**src/rtl/ifp_pkg.sv**
```systemverilog
// Shared types, character codes and classification functions for the
// infix-to-postfix converter. No dependencies.
package ifp_pkg;

    localparam logic [7:0] CHAR_OPEN  = 8'h28;
    localparam logic [7:0] CHAR_CLOSE = 8'h29;
    localparam logic [7:0] CHAR_UPPER_A = 8'd65;
    localparam logic [7:0] CHAR_UPPER_Z = 8'd90;
    localparam logic [7:0] CHAR_LOWER_A = 8'd97;
    localparam logic [7:0] CHAR_LOWER_Z = 8'd122;

    typedef enum logic [2:0] {
        STATUS_OK         = 3'd0,
        STATUS_UNMATCHED  = 3'd1,
        STATUS_UNCLOSED   = 3'd2,
        STATUS_OVERFLOW   = 3'd3,
        STATUS_INVALID    = 3'd4
    } status_t;

    typedef enum logic [1:0] {
        MODE_OPER  = 2'd0,
        MODE_CLOSE = 2'd1,
        MODE_FLUSH = 2'd2
    } mode_t;

    // Request from the sequencer to the result buffer.
    typedef struct packed {
        logic       produce;
        logic       finish;
        logic       done_flag;
        logic [7:0] sym;
        status_t    status;
    } res_req_t;

    // Occupancy seen by the sequencer.
    typedef struct packed {
        logic pend_valid;
        logic out_free;
    } res_stat_t;

    function automatic logic [1:0] precedence(input logic [7:0] c);
        logic [1:0] p;
        case (c)
            8'h2B, 8'h2D: p = 2'd1;
            8'h2A, 8'h2F: p = 2'd2;
            8'h21, 8'h5E: p = 2'd3;
            default:      p = 2'd0;
        endcase
        return p;
    endfunction

    function automatic logic is_letter(input logic [7:0] c);
        return (c >= CHAR_UPPER_A && c <= CHAR_UPPER_Z) ||
               (c >= CHAR_LOWER_A && c <= CHAR_LOWER_Z);
    endfunction

endpackage

```
**src/rtl/ifp_stack.sv**
```systemverilog
// Operator stack storage: one write port and one registered read port.
// Depends on nothing but its depth parameter.
module ifp_stack #(
    parameter int STACK_DEPTH = 16
) (
    input  logic                           aclk,
    input  logic                           wr_en,
    input  logic [$clog2(STACK_DEPTH)-1:0] wr_addr,
    input  logic [7:0]                     wr_data,
    input  logic                           rd_en,
    input  logic [$clog2(STACK_DEPTH)-1:0] rd_addr,
    output logic [7:0]                     rd_data
);

    logic [7:0] mem [STACK_DEPTH];
    logic [7:0] rd_data_reg;

    always_ff @(posedge aclk) begin
        if (wr_en) begin
            mem[wr_addr] <= wr_data;
        end
        if (rd_en) begin
            rd_data_reg <= mem[rd_addr];
        end
    end

    assign rd_data = rd_data_reg;

endmodule

```
**src/rtl/ifp_out.sv**
```systemverilog
// Result buffer: a pending slot that holds the newest result until it is
// known whether it ends the run, and the output register. Uses ifp_pkg.
module ifp_out
    import ifp_pkg::*;
(
    input  logic        aclk,
    input  logic        aresetn,
    input  res_req_t    req,
    output res_stat_t   stat,
    output logic        m_axis_tvalid,
    input  logic        m_axis_tready,
    output logic [15:0] m_axis_tdata,  // [7:0] out_symbol, [10:8] status, rest zero
    output logic        m_axis_tlast,  // last_of_run
    output logic        m_axis_tuser   // expression_done
);

    logic       pend_valid_reg;
    logic [7:0] pend_sym_reg;
    status_t    pend_status_reg;
    logic       out_valid_reg;
    logic [7:0] out_sym_reg;
    status_t    out_status_reg;
    logic       out_last_reg;
    logic       out_done_reg;
    logic       out_free;
    logic       move;

    assign out_free = !out_valid_reg || m_axis_tready;
    // The pending result moves on when a newer one replaces it or when the
    // run is closed.
    assign move = pend_valid_reg && out_free && (req.produce || req.finish);

    always_ff @(posedge aclk) begin
        if (!aresetn) begin
            pend_valid_reg <= 1'b0;
            out_valid_reg  <= 1'b0;
        end else begin
            if (move) begin
                out_valid_reg <= 1'b1;
            end else if (m_axis_tready) begin
                out_valid_reg <= 1'b0;
            end
            if (req.produce) begin
                pend_valid_reg <= 1'b1;
            end else if (req.finish && move) begin
                pend_valid_reg <= 1'b0;
            end
        end
    end

    always_ff @(posedge aclk) begin
        if (move) begin
            out_sym_reg    <= pend_sym_reg;
            out_status_reg <= pend_status_reg;
            out_last_reg   <= req.finish;
            out_done_reg   <= req.finish && req.done_flag;
        end
        if (req.produce) begin
            pend_sym_reg    <= req.sym;
            pend_status_reg <= req.status;
        end
    end

    assign stat.pend_valid = pend_valid_reg;
    assign stat.out_free   = out_free;

    assign m_axis_tvalid = out_valid_reg;
    assign m_axis_tdata  = {5'b0, out_status_reg, out_sym_reg};
    assign m_axis_tlast  = out_last_reg;
    assign m_axis_tuser  = out_done_reg;

endmodule

```
**src/rtl/infix_to_postfix_converter.sv**
```systemverilog
// Top level of the infix-to-postfix converter: the sequencer that drives
// the operator stack and the result buffer. Uses ifp_pkg, ifp_stack, ifp_out.
//
// The block takes one ASCII character per input transfer (s_axis_tlast marks
// the last character of an expression) and emits postfix characters on the
// output stream, one per transfer, with status, last-of-run (m_axis_tlast)
// and expression-done (m_axis_tuser). Items are handled one at a time: the
// input is ready only while the sequencer is idle. A letter or an invalid
// character passes through ST_TAIL, ST_ERR and ST_FIN before the input is
// ready again, and an opening bracket first through ST_PUSH. An operator or
// a closing bracket pops the stack through ST_POP_RD and ST_POP_CK for every
// entry, because the single stack read port has a registered read: one
// state addresses the top entry and the other compares it. The pops end
// when they reach an empty stack or a stacked entry (an operator of lower
// precedence or the matching bracket); an operator then goes through
// ST_PUSH, and a closing bracket with no opener goes straight to ST_ERR. An
// end-flagged character without an error adds a flush of the stack through
// the same pop states, ended by the same rule, plus a terminator result in
// ST_FIN when nothing was emitted. A stalled output stream holds the
// sequencer whenever a new result has to leave the buffer. No clearing pass
// is needed after reset.
module infix_to_postfix_converter
    import ifp_pkg::*;
#(
    parameter int STACK_DEPTH = 16
) (
    input  logic        aclk,
    input  logic        aresetn,
    input  logic        s_axis_tvalid,
    output logic        s_axis_tready,
    input  logic [7:0]  s_axis_tdata,  // [7:0] symbol
    input  logic        s_axis_tlast,  // end_of_expression
    output logic        m_axis_tvalid,
    input  logic        m_axis_tready,
    output logic [15:0] m_axis_tdata,  // [7:0] out_symbol, [10:8] status, rest zero
    output logic        m_axis_tlast,  // last_of_run
    output logic        m_axis_tuser   // expression_done
);

    localparam int AW = $clog2(STACK_DEPTH);
    localparam int CW = $clog2(STACK_DEPTH + 1);

    typedef enum logic [6:0] {
        ST_IDLE   = 7'b0000001,
        ST_POP_RD = 7'b0000010,
        ST_POP_CK = 7'b0000100,
        ST_PUSH   = 7'b0001000,
        ST_TAIL   = 7'b0010000,
        ST_ERR    = 7'b0100000,
        ST_FIN    = 7'b1000000
    } state_t;

    state_t      state_reg, state_next;
    logic [7:0]  sym_reg, sym_next;
    logic        end_reg, end_next;
    status_t     err_reg, err_next;
    mode_t       mode_reg, mode_next;
    logic [CW-1:0] count_reg, count_next;
    logic        skip_reg, skip_next;

    res_req_t    req;
    res_stat_t   stat;
    logic        can_produce;
    logic        wr_en;
    logic        rd_en;
    logic [7:0]  top;
    logic [CW-1:0] count_dec;

    assign can_produce = !stat.pend_valid || stat.out_free;
    assign count_dec   = count_reg - CW'(1);
    assign s_axis_tready = (state_reg == ST_IDLE);

    ifp_stack #(
        .STACK_DEPTH(STACK_DEPTH)
    ) u_stack (
        .aclk    (aclk),
        .wr_en   (wr_en),
        .wr_addr (count_reg[AW-1:0]),
        .wr_data (sym_reg),
        .rd_en   (rd_en),
        .rd_addr (count_dec[AW-1:0]),
        .rd_data (top)
    );

    ifp_out u_out (
        .aclk          (aclk),
        .aresetn       (aresetn),
        .req           (req),
        .stat          (stat),
        .m_axis_tvalid (m_axis_tvalid),
        .m_axis_tready (m_axis_tready),
        .m_axis_tdata  (m_axis_tdata),
        .m_axis_tlast  (m_axis_tlast),
        .m_axis_tuser  (m_axis_tuser)
    );

    always_comb begin
        state_next = state_reg;
        sym_next   = sym_reg;
        end_next   = end_reg;
        err_next   = err_reg;
        mode_next  = mode_reg;
        count_next = count_reg;
        skip_next  = skip_reg;
        wr_en      = 1'b0;
        rd_en      = 1'b0;
        req        = '{produce: 1'b0, finish: 1'b0, done_flag: 1'b0,
                       sym: 8'h00, status: STATUS_OK};

        unique case (state_reg)
            ST_IDLE: begin
                if (s_axis_tvalid) begin
                    sym_next  = s_axis_tdata;
                    end_next  = s_axis_tlast;
                    err_next  = STATUS_OK;
                    mode_next = MODE_OPER;
                    if (skip_reg) begin
                        // The rest of a failed expression is dropped; its end
                        // character re-arms the block.
                        if (s_axis_tlast) begin
                            skip_next = 1'b0;
                        end
                    end else if (is_letter(s_axis_tdata)) begin
                        // The pending slot is always empty here, so the operand
                        // goes straight in.
                        req.produce = 1'b1;
                        req.sym     = s_axis_tdata;
                        state_next  = ST_TAIL;
                    end else if (precedence(s_axis_tdata) != 2'd0) begin
                        state_next = ST_POP_RD;
                    end else if (s_axis_tdata == CHAR_OPEN) begin
                        state_next = ST_PUSH;
                    end else if (s_axis_tdata == CHAR_CLOSE) begin
                        mode_next  = MODE_CLOSE;
                        state_next = ST_POP_RD;
                    end else begin
                        err_next   = STATUS_INVALID;
                        state_next = ST_TAIL;
                    end
                end
            end

            ST_POP_RD: begin
                if (count_reg == '0) begin
                    case (mode_reg)
                        MODE_OPER:  state_next = ST_PUSH;
                        MODE_CLOSE: begin
                            err_next   = STATUS_UNMATCHED;
                            state_next = ST_ERR;
                        end
                        default:    state_next = ST_ERR;
                    endcase
                end else begin
                    rd_en      = 1'b1;
                    state_next = ST_POP_CK;
                end
            end

            ST_POP_CK: begin
                case (mode_reg)
                    MODE_OPER: begin
                        // An opening bracket has precedence zero and stops
                        // the pops on its own.
                        if (precedence(top) >= precedence(sym_reg)) begin
                            if (can_produce) begin
                                req.produce = 1'b1;
                                req.sym     = top;
                                count_next  = count_dec;
                                state_next  = ST_POP_RD;
                            end
                        end else begin
                            state_next = ST_PUSH;
                        end
                    end
                    MODE_CLOSE: begin
                        if (top != CHAR_OPEN) begin
                            if (can_produce) begin
                                req.produce = 1'b1;
                                req.sym     = top;
                                count_next  = count_dec;
                                state_next  = ST_POP_RD;
                            end
                        end else begin
                            count_next = count_dec;
                            state_next = ST_TAIL;
                        end
                    end
                    default: begin
                        if (top == CHAR_OPEN) begin
                            err_next   = STATUS_UNCLOSED;
                            state_next = ST_ERR;
                        end else if (can_produce) begin
                            req.produce = 1'b1;
                            req.sym     = top;
                            count_next  = count_dec;
                            state_next  = ST_POP_RD;
                        end
                    end
                endcase
            end

            ST_PUSH: begin
                if (count_reg >= CW'(STACK_DEPTH)) begin
                    err_next = STATUS_OVERFLOW;
                end else begin
                    wr_en      = 1'b1;
                    count_next = count_reg + CW'(1);
                end
                state_next = ST_TAIL;
            end

            ST_TAIL: begin
                // An end character without error flushes the whole stack.
                if (err_reg == STATUS_OK && end_reg && mode_reg != MODE_FLUSH) begin
                    mode_next  = MODE_FLUSH;
                    state_next = ST_POP_RD;
                end else begin
                    state_next = ST_ERR;
                end
            end

            ST_ERR: begin
                if (err_reg != STATUS_OK) begin
                    if (can_produce) begin
                        req.produce = 1'b1;
                        req.sym     = 8'h00;
                        req.status  = err_reg;
                        count_next  = '0;
                        skip_next   = !end_reg;
                        state_next  = ST_FIN;
                    end
                end else begin
                    state_next = ST_FIN;
                end
            end

            ST_FIN: begin
                if (!stat.pend_valid) begin
                    // Nothing was produced: an end character still gets a
                    // terminator result, any other character gets none.
                    if (end_reg) begin
                        req.produce = 1'b1;
                    end else begin
                        state_next = ST_IDLE;
                    end
                end else if (stat.out_free) begin
                    req.finish    = 1'b1;
                    req.done_flag = end_reg || (err_reg != STATUS_OK);
                    state_next    = ST_IDLE;
                end
            end

            default: state_next = ST_IDLE;
        endcase
    end

    always_ff @(posedge aclk) begin
        if (!aresetn) begin
            state_reg <= ST_IDLE;
            count_reg <= '0;
            skip_reg  <= 1'b0;
            mode_reg  <= MODE_OPER;
            err_reg   <= STATUS_OK;
        end else begin
            state_reg <= state_next;
            count_reg <= count_next;
            skip_reg  <= skip_next;
            mode_reg  <= mode_next;
            err_reg   <= err_next;
        end
    end

    always_ff @(posedge aclk) begin
        sym_reg <= sym_next;
        end_reg <= end_next;
    end

endmodule

```
**config.mk**
```make
export PLATFORM = sky130hd
export DESIGN_NAME = infix_to_postfix_converter
export DESIGN_NICKNAME = d
export VERILOG_FILES = /design/src/rtl/ifp_pkg.sv /design/src/rtl/ifp_stack.sv /design/src/rtl/ifp_out.sv /design/src/rtl/infix_to_postfix_converter.sv
export SDC_FILE = /design/constraint.sdc
export NUM_CORES = 1
export LEC_CHECK = 0
export ABC_AREA = 1
export BUFFER_PORTS_ARGS = -buffer_cell sky130_fd_sc_hd__buf_4
export CAP_MARGIN = 20
export CORE_MARGIN = 2
export CORE_UTILIZATION = 60
export DETAILED_ROUTE_END_ITERATION = 10
export GPL_ROUTABILITY_DRIVEN = 0
export PLACE_DENSITY = 0.78
export SYNTH_ARGS = -nofsm -noshare
export SYNTH_HDL_FRONTEND = slang
export SYNTH_HIERARCHICAL = 1
export SYNTH_SLANG_ARGS = --single-unit
export TNS_END_PERCENT = 1
```
**constraint.sdc**
```tcl
create_clock -name aclk -period 4.2 [get_ports aclk]
set_input_delay 0.21 -clock aclk [delete_from_list [all_inputs] [get_ports aclk]]
set_output_delay 0.21 -clock aclk [all_outputs]
set_load 0.02 [all_outputs]
```
Word-level counts from Yosys, hierarchy flattened
Memory sizes are Yosys's and may differ from the RTL's. A register that Yosys moved wholly into a read port is not among the register bits.
Cells that the tools add are included.
{"block": "totals", "reg_bits": 53, "ramBits": 128, "in_bits": 13, "out_inout_bits": 20, "wordCells": 215, "n_memories": 1}
{"block": "classes", "n_addsub": 2, "n_lt_le_gt_ge": 6, "eq_ne": 47, "muxes": 100, "n_reduce_logical": 44}
{"memory": "u_stack.mem", "depth": 16, "word_bits": 8, "rd": 1, "rd_ports_with_merged_regs": 1, "write_ports": 1, "line": "ifp_stack.sv:15", "source": "logic [7:0] mem [STACK_DEPTH];"}
{"cell": "8-bit by 6-bit == test with 1-bit output, second input constant", "n": 18}
{"cell": "7-bit two-way mux", "n": 12}
{"cell": "8-bit two-way mux", "n": 7}
{"cell": "5-bit two-way mux", "n": 11}
{"cell": "7-bit one-hot mux with 7 select lines", "n": 1}
{"cell": "3-bit two-way mux", "n": 11}
{"cell": "1-bit two-way mux", "n": 30}
{"cell": "2-bit two-way mux", "n": 13}
{"cell": "8-bit by 7-bit == test with 1-bit output, second input constant", "n": 3}
{"cell": "2-bit inequality test, second input constant", "n": 12}
{"cell": "8-bit one-hot mux with 3 select lines", "n": 1}
{"cell": "2-bit OR reduction", "n": 10}
{"cell": "2-bit one-hot mux with 3 select lines", "n": 3}
{"cell": "8-bit by 7-bit greater-or-equal comparator with 1-bit output, second input constant", "n": 2}
{"cell": "8-bit by 7-bit less-or-equal comparator with 1-bit output, second input constant", "n": 2}
{"cell": "8-bit one-hot mux with 2 select lines", "n": 1}
{"cell": "5-bit one-hot mux with 3 select lines", "n": 1}
{"cell": "7-bit one-hot mux with 2 select lines", "n": 1}
{"cell": "6-bit two-way mux", "n": 2}
{"cell": "3-bit one-hot mux with 4 select lines", "n": 1}
{"cell": "5-bit one-hot mux with 2 select lines", "n": 1}
{"cell": "2-bit nonzero test", "n": 5}
{"cell": "3-bit inequality test, second input constant", "n": 3}
{"cell": "1-bit logical AND", "n": 8}
{"cell": "31 further kinds", "n": 40}

Longest topological paths before layout
{"block": "logic_depth", "depth_word": 14, "mapped_depth": 17, "depth_no_buf": 17}

Modules after synthesis
The synthesis kept the hierarchy.
{"module": "ifp_stack", "n_inst": 1, "cells_per_inst": 551, "area_per_inst_um2": 5846.9, "seq_area_each_um2": 4083.9}
{"module": "infix_to_postfix_converter", "n_inst": 1, "cells_per_inst": 354, "area_per_inst_um2": 2280.9, "seq_area_each_um2": 630.6}
{"module": "ifp_out", "n_inst": 1, "cells_per_inst": 46, "area_per_inst_um2": 873.3, "seq_area_each_um2": 760.7}

Least setup slack after synthesis
No wires, ideal clock.
{"block": "synth_timing", "path_type": "reg-to-reg", "start": "register sym_reg[4]", "end": "register u_out.out_last_reg, in the netlist u_out/m_axis_tlast, enable pin", "setup_ns": 0.387, "arrival_time_ns": 3.268, "t_required_ns": 3.813, "path_slack_ns": 0.544, "stages_incl_launch_ff": 14, "n_path_buf": 0, "synth_period_minus_slack_ns": 3.656, "cell_sequence": "edfxtp_1 nor4b_1 nand3_1 o41ai_1 a21oi_1 ha_1 o21ai_0 nand2_1 nand2_1 nand2_1 nand3_2 nand4_1 o21ai_0 a21oi_1"}
{"element": "from (decl)", "line": "infix_to_postfix_converter.sv:54", "source": "logic [7:0] sym_reg, sym_next;"}
{"element": "from (signal assigned)", "line": "infix_to_postfix_converter.sv:274", "source": "sym_reg <= sym_next;"}
{"element": "to (signal assigned)", "line": "ifp_out.sv:55", "source": "out_last_reg <= req.finish;"}
{"element": "to (decl)", "line": "ifp_out.sv:23", "source": "logic out_last_reg;"}

==> summary.md <==
| Metric | Value |
|---|---|
| Data required time of the worst path | `between 4 and 5 ns` |
| Reg2reg path depth | `14` |
| Largest family of logic cells by synthesized area | `simple AND/OR/NAND/NOR gates` |
| Netlist cell types | `41` |
| Clk_skew | `0.0107 ns` |
| Post-synth EDFFs | `around 170` |
| GR Overflow Total | `0` |
| Worst r2r src | `sym_reg[4]` |
| Startpoint Class | `flip-flop` |
| Mux cell area share after synthesis | `0%` |
| Final core utilization | `between 60% and 70%` |
| Final worst-path setup slack | `~1.0 ns` |
| Drc violations | `0` |
| Min cycle time layout | `3.16 ns` |
| Cells after Synth | `951` |
| Post-route setup TNS | `0 ns` |
| Cts bufs inserted | `17` |
| Via Count | `roughly 6,700` |
| Clock transition at path regs | `around 0.07 ns` |
| CP Capture Type | `flip-flop` |
| Min-delay src | `s_axis_tdata[1]` |
| First-pass GRT wire length | `between 30,000 and 40,000 um` |
| Flop-to-flop setup slack | `about 1.0 ns` |
| Root Buffer | `clkbuf_16` |
| Synthesized flop and latch total | `about 190` |
| Synthesis-to-finish area growth | `11.8%` |
| Synth Area in Adders | `less than 1%` |
| Synth warn | `6` |
| Area of placed instances | `between 0.009 and 0.01 mm2` |
| Reg power frac | `between 40% and 50%` |
| Initial Util | `about three fifths` |
| Number of global-route vias before repair | `6,327` |
| Critical path class | `flip-flop to flip-flop` |
| Die H | `126 um` |
| Max reg flops | `about 130` |
| Synth Flop Type | `edfxtp_1` |
| Max_slew headroom | `about a quarter` |
| I/O Pins | `33` |
| CP max FO | `12` |
| Die width | `between 100 and 150 um` |
| Clock insertion delay at the later pin of the skew report | `between 0.4 and 0.5 ns` |
| Post-synthesis sequential area ratio | `about three fifths` |
| Routed WL | `21,100 um` |
| Static Leak | `roughly 4.3 nW` |
| Top reg by flops | `u_stack/mem` |
| Setup Buffers After CTS | `0` |
| Clk sinks | `189` |
| Hold depth | `1` |
| Hold WC Path Type | `input pin to flip-flop` |
| Power density over the cells | `about 450 mW/mm2` |
| Hold EP | `sym_reg[1]` |
| Internal power | `between 3 and 4 mW` |
| Vias/cell | `about 5.6` |
| Slew @ Worst Pin | `between 1 and 1.5 ns` |
| Mean Syn Cell Area | `between 9 and 10 um2` |
| Data arrival, critical path | `about 3.4 ns` |
| Fmax achieved | `317 MHz` |
| Synth Area in Compound Gates | `~3.4%` |
| Die area | `about 0.016 mm2` |
| Comb pwr share | `14.8%` |
| Pin count of the biggest net entering global routing | `slightly below 70` |
| Filler cell count | `approximately 1,000` |
| Synthesized cell area | `roughly 0.0090 mm2` |
| Total Routing Usage GR | `between 20% and 30%` |
| RSZ-0062 raised after global routing | `no` |
| Layout cells sized above 1 | `12.6%` |
| WL per Instance | `~18 um` |
| Async SR Flop Fraction | `0%` |
| Final setup viols | `0` |
| DP Wirelength | `13,500 um` |
| Layout net count | `just over 1,000` |
| Slew Limit Fails | `0` |
| CTS tree | `done` |
| Synth Area in Simple Gates | `between 20% and 30%` |
| Post-CTS Hold Fix Bufs | `5` |
| Switching pwr | `between 1 and 1.5 mW` |
| Xor/xnor share of the synthesized area | `less than 1%` |
| Antenna viol nets, final | `0` |
| Final hold viol count | `0` |
| Share of power burned in the clock network | `35.9%` |
| Status | `finished, final reports clean` |
| Port-buffer cells | `27` |
| Tcrit/Tclk final | `between 70% and 80%` |
| DRT Pass-1 Iters | `5` |
| Sw Share | `approximately 27%` |
| Clock Tree Buf Depth | `2` |
| Worst slack, placed | `between 0.5 and 0.6 ns` |
| Max_cap viols | `0` |
| H-tree Lvls | `4` |
| Initial antenna violation count | `0` |
| PostCTS Resize Cnt | `0` |
| Total power | `about 4.5 mW` |
| Reg2reg end | `u_out/out_sym_reg[5]` |
| Final instance area | `about 0.01 mm2` |
| VDD IR-drop max | `297 uV` |
| Rows | `44` |
| # diodes | `0` |
| Core area | `~0.015 mm2` |
| Drt initial violations | `~730` |
[metal layers]
metal / up-vias / wire, um / part of all wire [%] / track usage (%)
met3: 50 / 2130 / 10 / 5.36
met1: 3091 / 8220 / 39 / 35.7
met4: 0 / 632 / 3.0 / 11.1
met2: 348 / 10100 / 48 / 44.3
li1: 3188 / - / - / -
met5: - / 0 / 0 / 0
[synthesized netlist by cell type (2+ instances only)]
master | count | area (um2)
a21oi_1 | 17 | 85.1
buf_2 | 14 | 70.1
buf_4 | 11 | 82.6
buf_6 | 6 | 67.6
dfxtp_1 | 20 | 400
edfxtp_1 | 169 | 5070
ha_1 | 4 | 50.1
inv_1 | 149 | 559
inv_2 | 14 | 52.6
nand2_1 | 262 | 983
nand2_2 | 5 | 31.3
nand2_4 | 4 | 45.0
nand3_1 | 132 | 661
nand3_2 | 3 | 30.0
nand3b_1 | 2 | 15.0
nand4_1 | 7 | 43.8
nor2_1 | 58 | 218
nor2_2 | 7 | 43.8
nor2_4 | 8 | 90.1
nor2_8 | 2 | 40.0
nor3_1 | 12 | 60.1
nor4_1 | 2 | 12.5
o211ai_1 | 5 | 37.5
o21ai_0 | 14 | 70.1
o21ai_1 | 2 | 10.0
o22ai_1 | 6 | 37.5
xor2_1 | 2 | 17.5
[power groups by stage]
stage          clock network (mW)  registers [mW]  logic (mW)
4_1_cts                      1.64            2.22       0.661
5_1_grt                      1.71            2.23       0.734
6_report                     1.62            2.22       0.669
2_1_floorplan                   0            2.29       0.425
3_3_place_gp                    0            2.26       0.640
3_5_place_dp                    0            2.26       0.653
[through the flow]
step	hold WS (ns)	instances
after floorplan	0.309	955
after global placement	0.403	1150
after detailed placement	0.405	1151
after CTS	0.00453	1188
after global routing	0.00715	1192
final	0.0222	1192
[cell type report]
cell class / count / area (um2) / area share [%]
flip-flops and latches: 189 / 5480 / 54.4
multi-input cells: 570 / 2700 / 26.8
repair buffers: 53 / 434 / 4.31
clock inverters: 10 / 133 / 1.32
well taps: 184 / 230 / 2.29
clock buffers: 22 / 474 / 4.71
inverters: 164 / 616 / 6.12
[worst max-delay path, cell delays in order, from the launching register on]
cell	delay (ns)
edfxtp_1	0.40
nor4b_1	0.49
nand3_1	0.12
o41ai_1	0.11
a21o_1	0.15
ha_1	0.22
o21ai_0	0.22
nand2_1	0.09
nand2_1	0.06
nand2_1	0.08
nand3_2	0.19
nand4_1	0.17
o21ai_0	0.29
a21oi_1	0.11
buf_4	0.20
[logic make-up after synthesis]
family / after synthesis
and+or+nand+nor: 507
buffers and inverters: 196
DFF: 189
AOI/OAI and AO/OA: 52
adders and majority gates: 4
xor gates and xnor gates: 2
other: 1
[how the worst max path moves through the flow]
stage,start,end,slack [ns],cells past startpoint
2_1_floorplan,sym_reg[4],u_out/m_axis_tlast,0.54,13
3_3_place_gp,sym_reg[4],u_out/out_sym_reg[6],0.67,13
3_5_place_dp,sym_reg[4],u_out/out_sym_reg[5],0.59,13
4_1_cts,sym_reg[4],u_out/out_sym_reg[5],0.57,13
5_1_grt,sym_reg[7],u_out/out_sym_reg[5],0.77,14
6_report,sym_reg[4],u_out/out_sym_reg[5],1.04,14
[layout by cell type (no fill, tap or decap), types with 3 or more instances in the layout]
cell,count
dfxtp_1,20
nor2_2,7
nand3_2,3
o22ai_1,6
ha_1,4
o21ai_0,14
inv_1,148
nor2_1,58
edfxtp_1,169
o211ai_1,5
nor3_1,12
nand2_4,4
clkinvlp_4,3
clkbuf_8,3
dlygate4sd3_1,5
nand3_1,132
nand2_2,5
buf_6,3
buf_4,44
a21oi_1,17
inv_2,15
nor2_4,8
nand2_1,262
conb_1,5
nand4_1,7
clkbuf_16,17
(Power assumes the default switching activity.)
